--- config.mk ---
export PLATFORM = sky130hd
export DESIGN_NAME = mrq_csr
export DESIGN_NICKNAME = d
export VERILOG_FILES = /design/src/rtl/mrq_pkg.sv /design/src/rtl/mrq_csr.sv
export SDC_FILE = /design/constraint.sdc
export NUM_CORES = 1
export LEC_CHECK = 0
export ABC_AREA = 1
export BUFFER_PORTS_ARGS = -buffer_cell sky130_fd_sc_hd__buf_2
export CAP_MARGIN = 0
export CORE_UTILIZATION = 34
export CTS_BUF_LIST = sky130_fd_sc_hd__clkbuf_16
export DETAILED_ROUTE_END_ITERATION = 10
export PLACE_DENSITY = 0.79
export SYNTH_ARGS = -nofsm -noshare
export SYNTH_HDL_FRONTEND = slang
export SYNTH_SLANG_ARGS = --single-unit
--- constraint.sdc ---
create_clock -name clock -period 0.8 [get_ports clock]
set_input_delay 0.08 -clock clock [delete_from_list [all_inputs] [get_ports clock]]
set_output_delay 0.08 -clock clock [all_outputs]
set_load 0.005 [all_outputs]
--- src/rtl/mrq_pkg.sv ---
`default_nettype none

package mrq_pkg;

   // request kinds
   localparam logic [1:0] REQ_APPEND = 2'd0;
   localparam logic [1:0] REQ_URGENT = 2'd1;
   localparam logic [1:0] REQ_GET    = 2'd2;
   localparam logic [1:0] REQ_CLEAR  = 2'd3;

   // result status codes
   localparam logic [2:0] ST_OK     = 3'd0;
   localparam logic [2:0] ST_BADLEN = 3'd1;
   localparam logic [2:0] ST_EMPTY  = 3'd2;
   localparam logic [2:0] ST_FULL   = 3'd3;
   localparam logic [2:0] ST_SMALL  = 3'd4;

   // register selects (address bit 2)
   localparam logic REG_MAX_MSG_BYTES = 1'b0;
   localparam logic REG_ACTIVE_SLOTS  = 1'b1;

   // register reset values
   localparam logic [6:0] MAX_MSG_BYTES_RESET = 7'd64;
   localparam logic [4:0] ACTIVE_SLOTS_RESET  = 5'd16;

   typedef struct packed {
      logic [6:0] max_msg_bytes;
      logic [4:0] active_slots;
   } cfg_type;

   typedef struct packed {
      logic [1:0]  req_type;
      logic [31:0] data_word;
      logic        last_word;
      logic [6:0]  msg_len;
      logic [6:0]  buffer_size;
   } req_item_type;

   typedef struct packed {
      logic [31:0] out_word;
      logic        out_last;
      logic [6:0]  out_len;
      logic [2:0]  status;
   } rsp_item_type;

   typedef enum logic [2:0] {
      S_IDLE  = 3'b001,
      S_LEN   = 3'b010,
      S_WORDS = 3'b100
   } state_type;

   // keeps the bytes of a word that still belong to the message
   function automatic logic [31:0] byte_mask(input logic [6:0] have);
      logic [31:0] mask;
      if (have >= 7'd4) begin
         mask = '1;
      end else begin
         case (have[1:0])
            2'd1:    mask = 32'h0000_00ff;
            2'd2:    mask = 32'h0000_ffff;
            2'd3:    mask = 32'h00ff_ffff;
            default: mask = 32'h0000_0000;
         endcase
      end
      return mask;
   endfunction

endpackage

`default_nettype wire

--- src/rtl/mrq_csr.sv ---
`default_nettype none

module mrq_csr (
   input  wire logic              clock,
   input  wire logic              reset,
   input  wire logic              psel,
   input  wire logic              penable,
   input  wire logic              pwrite,
   input  wire logic [2:0]        paddr,
   input  wire logic [31:0]       pwdata,
   output      logic [31:0]       prdata,
   output      logic              pready,
   output      mrq_pkg::cfg_type  cfg
);
   import mrq_pkg::*;

   logic [6:0] max_bytes_ff, max_bytes_in;
   logic [4:0] slots_ff, slots_in;
   logic       wr_fire;

   assign pready  = 1'b1;
   assign wr_fire = psel && penable && pwrite && pready;

   // register writes in the access phase
   always_comb begin
      max_bytes_in = max_bytes_ff;
      slots_in     = slots_ff;
      if (wr_fire) begin
         if (paddr[2] == REG_ACTIVE_SLOTS) begin
            slots_in = pwdata[4:0];
         end else begin
            max_bytes_in = pwdata[6:0];
         end
      end
   end

   always_ff @(posedge clock) begin
      if (reset) begin
         max_bytes_ff <= MAX_MSG_BYTES_RESET;
         slots_ff     <= ACTIVE_SLOTS_RESET;
      end else begin
         max_bytes_ff <= max_bytes_in;
         slots_ff     <= slots_in;
      end
   end

   // read back
   always_comb begin
      if (paddr[2] == REG_MAX_MSG_BYTES) begin
         prdata = 32'(max_bytes_ff);
      end else begin
         prdata = 32'(slots_ff);
      end
   end

   assign cfg.max_msg_bytes = max_bytes_ff;
   assign cfg.active_slots  = slots_ff;

endmodule

`default_nettype wire

* Word-level counts from Yosys, hierarchy flattened
Index checks and enable logic that the tools add are counted.
Word-level totals: register bits 12, input bits 40, output and inout bits 45, word-level logic and storage cells 8
Cells by class: muxes and demuxes 1, bitwise operators 1, reduce and logical (&&, ||, !) cells 4
Operators with widths (count):
- $mux W7 | 1
- $reduce_and A2 Y1 | 2
- $logic_and A1 B1 Y1 | 2
- $not A1 Y1 | 1

* Longest topological paths before layout
word-level depth 3, mapped depth 5

* Worst setup path before layout
No wires, ideal clock.
path type input -> register, start input port reset, end register max_bytes_ff[6], setup time 0.130 ns, arrival 0.497 ns, required time 0.670 ns, slack 0.173 ns, stages on the path 3, path buffers 1, cell sequence inv_1 > clkbuf_1 > nand3_1
RTL lines:
- start, declared | RTL line mrq_csr.sv:5 | input wire logic reset,
- end signal, assigned | RTL line mrq_csr.sv:42 | max_bytes_ff <= max_bytes_in;
- end, declared | RTL line mrq_csr.sv:17 | logic [6:0] max_bytes_ff, max_bytes_in;
No word-level cell between the ends.

* Worst setup path after layout
start register max_bytes_ff[1], end output port prdata[1]
Between the ends: word-level cells in the longest chain between the ends 1
Ends and longest elaborated chain:
- $mux W7 | RTL line mrq_csr.sv:49 | if (paddr[2] == REG_MAX_MSG_BYTES) begin
- end, declared | RTL line mrq_csr.sv:11 | output logic [31:0] prdata,
No other way between the ends.

==> metrics.cfg <==
[sta]
finalMaxSlewViolations=0
fin_skew_ps=0
hold_violations=0
finalCriticalPeriod_ps=870.0
hold_slack_ps=57.02
worst_slack_ps=-70.04
clock.fmax_mhz=1149
fin_crit_sh_pct=108.8
rsz0062_at_grt=yes
setup_viol=7

[global_route]
grt_use_met1_pct=17.53
grt_use_met3_pct=2.727
grt_pass1_vias=544
grt_pass1_wl_mm=2.442
grt_usage_pct=13.16
busiest_layer=met2
antenna_found_initial=0
overflow=0
grt_max_degree=13
grtUsageMet2_pct=18.44

[synthesis]
syn-mean-instance-area_sq_um=6.523
synth_top_family_by_area=simple AND/OR/NAND/NOR gates
synthMuxAreaShare_pct=0
synth-compound-area-share_pct=1.258
syn_area_sq_um=795.8
ys_ff_latch=12
seq_area_frac_synth_pct=30.19
synth_fa_ha_area_share_pct=0
yosysWarningCount=0
synth-simple-area-share_pct=35.38
synth_xor_area_share_pct=0
synthCells=122
synth.distinct_cells=16

[final_layout]
layout-drive-gt1-share_pct=38.36
areaGrowthSynthToFinish_pct=28.46
diodes=0
design_area_sq_um=1022
nets=200

[route]
via_count=741
drt_wl_total_mm=1.551
antenna_left=0
avgViaCountPerCell=3.963
drtPass1Iterations=4
wl_per_cell_um=8.294
drtIter0Drc=15
drc=0

[clock_tree]
cts_tree=yes
clock_latency_ps=240
cts_hold_buf=0
cts_max_level=1
root_buffer=clkbuf_16
cts.path.max_buffers=2
clkTransAtPathRegs_ps=40
cts_buffers=3
clock_sinks=12

[pwr]
p_int_w=0.001388
seqPwrFrac_pct=35.5
peakVddDrop_mv=0.6207
power_w=0.001806
p_per_area_nw_per_um2=1767
power_leakage_nw=0.5904
clockPowerShare_pct=50.9
switchingPower_w=0.0004180
swShare_pct=23.14
pwr-share-comb_pct=13.6

[setup_path]
r2r-start=max_bytes_ff[6]$_SDFFE_PP1P_
r2r_cells=2
cp_slowest_cell=dfxtp_2
regToRegEndpoint=max_bytes_ff[6]$_SDFFE_PP1P_
path_class=flop to output pin
path_delay_family=flip-flops
crit_path_end_kind=output pin
crit_buf_inv=1
crit_path_cell_trace=nand2_1, nand2_1, buf_2
crit_required_ps=720
rrSetupSlack_ps=210
max_stage_delay_ps=340
start_kind=flop
cp_common_cell=nand2_1
crit_fanout=3
arrival_ps=790

[placement]
io_buffers=31
dpl.hpwl_mm=1.178
dpl_cell_area_sq_um=925.9
gp_congestion=0.7642

[hold_path]
hp-start=pwdata[6]
min_to=max_bytes_ff[6]$_SDFFE_PP1P_
hold_depth=3
hold_class=primary input to flop

[floorplanning]
core_sq_um=2212
die_width_um=50.38
die_h_um=50.38
io_pins=85
die_area_sq_um=2538
start_util_pct=35.97
rows=17

[outcome]
violations=setup timing
status=complete, but fails checks

[flow_run]
drv_cap=0

## how the worst max path moves through the flow
stage / from / end / slack, ps / cells past startpoint
final: max_bytes_ff[1]$_SDFFE_PP0P_ / prdata[1] / -70 / 3
after global routing: max_bytes_ff[1]$_SDFFE_PP0P_ / prdata[1] / -120 / 3
after CTS: slots_ff[0]$_SDFFE_PP0P_ / prdata[0] / -70 / 3
after detailed placement: psel / slots_ff[1]$_SDFFE_PP0P_ / 8 / 6
after global placement: psel / slots_ff[1]$_SDFFE_PP0P_ / 10 / 6
after floorplan: reset / max_bytes_ff[6]$_SDFFE_PP1P_ / 170 / 3
## synthesized netlist by cell type, drive strengths merged
| library cell | n | area (sq um) |
|---|---|---|
| buf | 28 | 211.5 |
| nand3 | 13 | 70.07 |
| dfxtp | 12 | 240.2 |
| inv | 11 | 41.29 |
| o21ai | 2 | 10.00 |
| clkbuf | 1 | 3.750 |
| conb | 2 | 7.510 |
| nand2 | 28 | 105.1 |
| nor2 | 25 | 106.4 |
## per-stage QoR
| stage | util, % | setup slack (ps) | instances | TNS, ps |
|---|---|---|---|---|
| 6_report | 46.21 | -70.04 | 187 | -379.1 |
| 5_1_grt | 46.21 | -116.7 | 187 | -660.0 |
| 4_1_cts | 46.10 | -70.22 | 187 | -421.6 |
| 3_5_place_dp | 41.86 | 8.374 | 183 | 0 |
| 3_3_place_gp | 41.86 | 14.29 | 183 | 0 |
| 2_1_floorplan | - | 173.2 | 146 | 0 |
## cell usage in the layout (no fill, tap or decap)
cell type | Yosys | final
nand2_2 | 0 | 1
conb_1 | 2 | 26
buf_2 | 1 | 31
nand3_1 | 12 | 12
dfxtp_2 | 0 | 12
o21ai_1 | 1 | 1
clkbuf_16 | 0 | 3
nand3_2 | 1 | 1
nor2_1 | 22 | 22
inv_2 | 1 | 3
nor2_2 | 2 | 2
inv_1 | 10 | 8
clkinv_1 | 0 | 1
nor2_4 | 1 | 1
buf_4 | 26 | 6
nand2_1 | 28 | 27
o21ai_0 | 1 | 1
buf_12 | 0 | 1
## registers in the layout (all words and copies together), names as in the netlist
name and count:
slots_ff 5, max_bytes_ff 7
## worst register-to-register path, cell delays in order, from the launching register on
cell     delay, ps
dfxtp_2        320
o21ai_0         70
nand3_1         80
## metal layers
metal | part of all wire [%] | routed length, um
met5 | 0 | 0
met4 | 2.8 | 43
met3 | 7.5 | 117
met2 | 43 | 662
met1 | 47 | 727
## what timing repair did
action                     in CTS  in global routing
setup endpoints to repair       9                  7
setup buffers                   0                  0
gates resized for setup        12                  3
hold endpoints to repair        0                  0
pin swaps                       2                  1
## power by group through the flow
stage          logic [W]  clock network, W  registers [W]
3_3_place_gp    0.000242                 0       0.000646
4_1_cts         0.000246          0.000940       0.000639
3_5_place_dp    0.000245                 0       0.000646
2_1_floorplan   0.000224                 0       0.000648
6_report        0.000246          0.000920       0.000641
5_1_grt         0.000283          0.000979       0.000643
## cell type report
class	instances	area, sq um
tap	28	35.03
timing repair buffer	38	220.2
clock inverter	1	3.754
inverter	11	41.29
clock buffer	3	75.07
multi-input combinational	94	391.6
fill	239	1190
sequential	12	255.2
## cells by family (layout without fill, tap and decap cells)
family / count (synthesis) / in the layout
compound gates: 2 / 2
buf+inv: 40 / 53
simple gates: 66 / 66
other cells: 2 / 26
flops: 12 / 12
No activity file was read; power rests on OpenSTA's default activity.
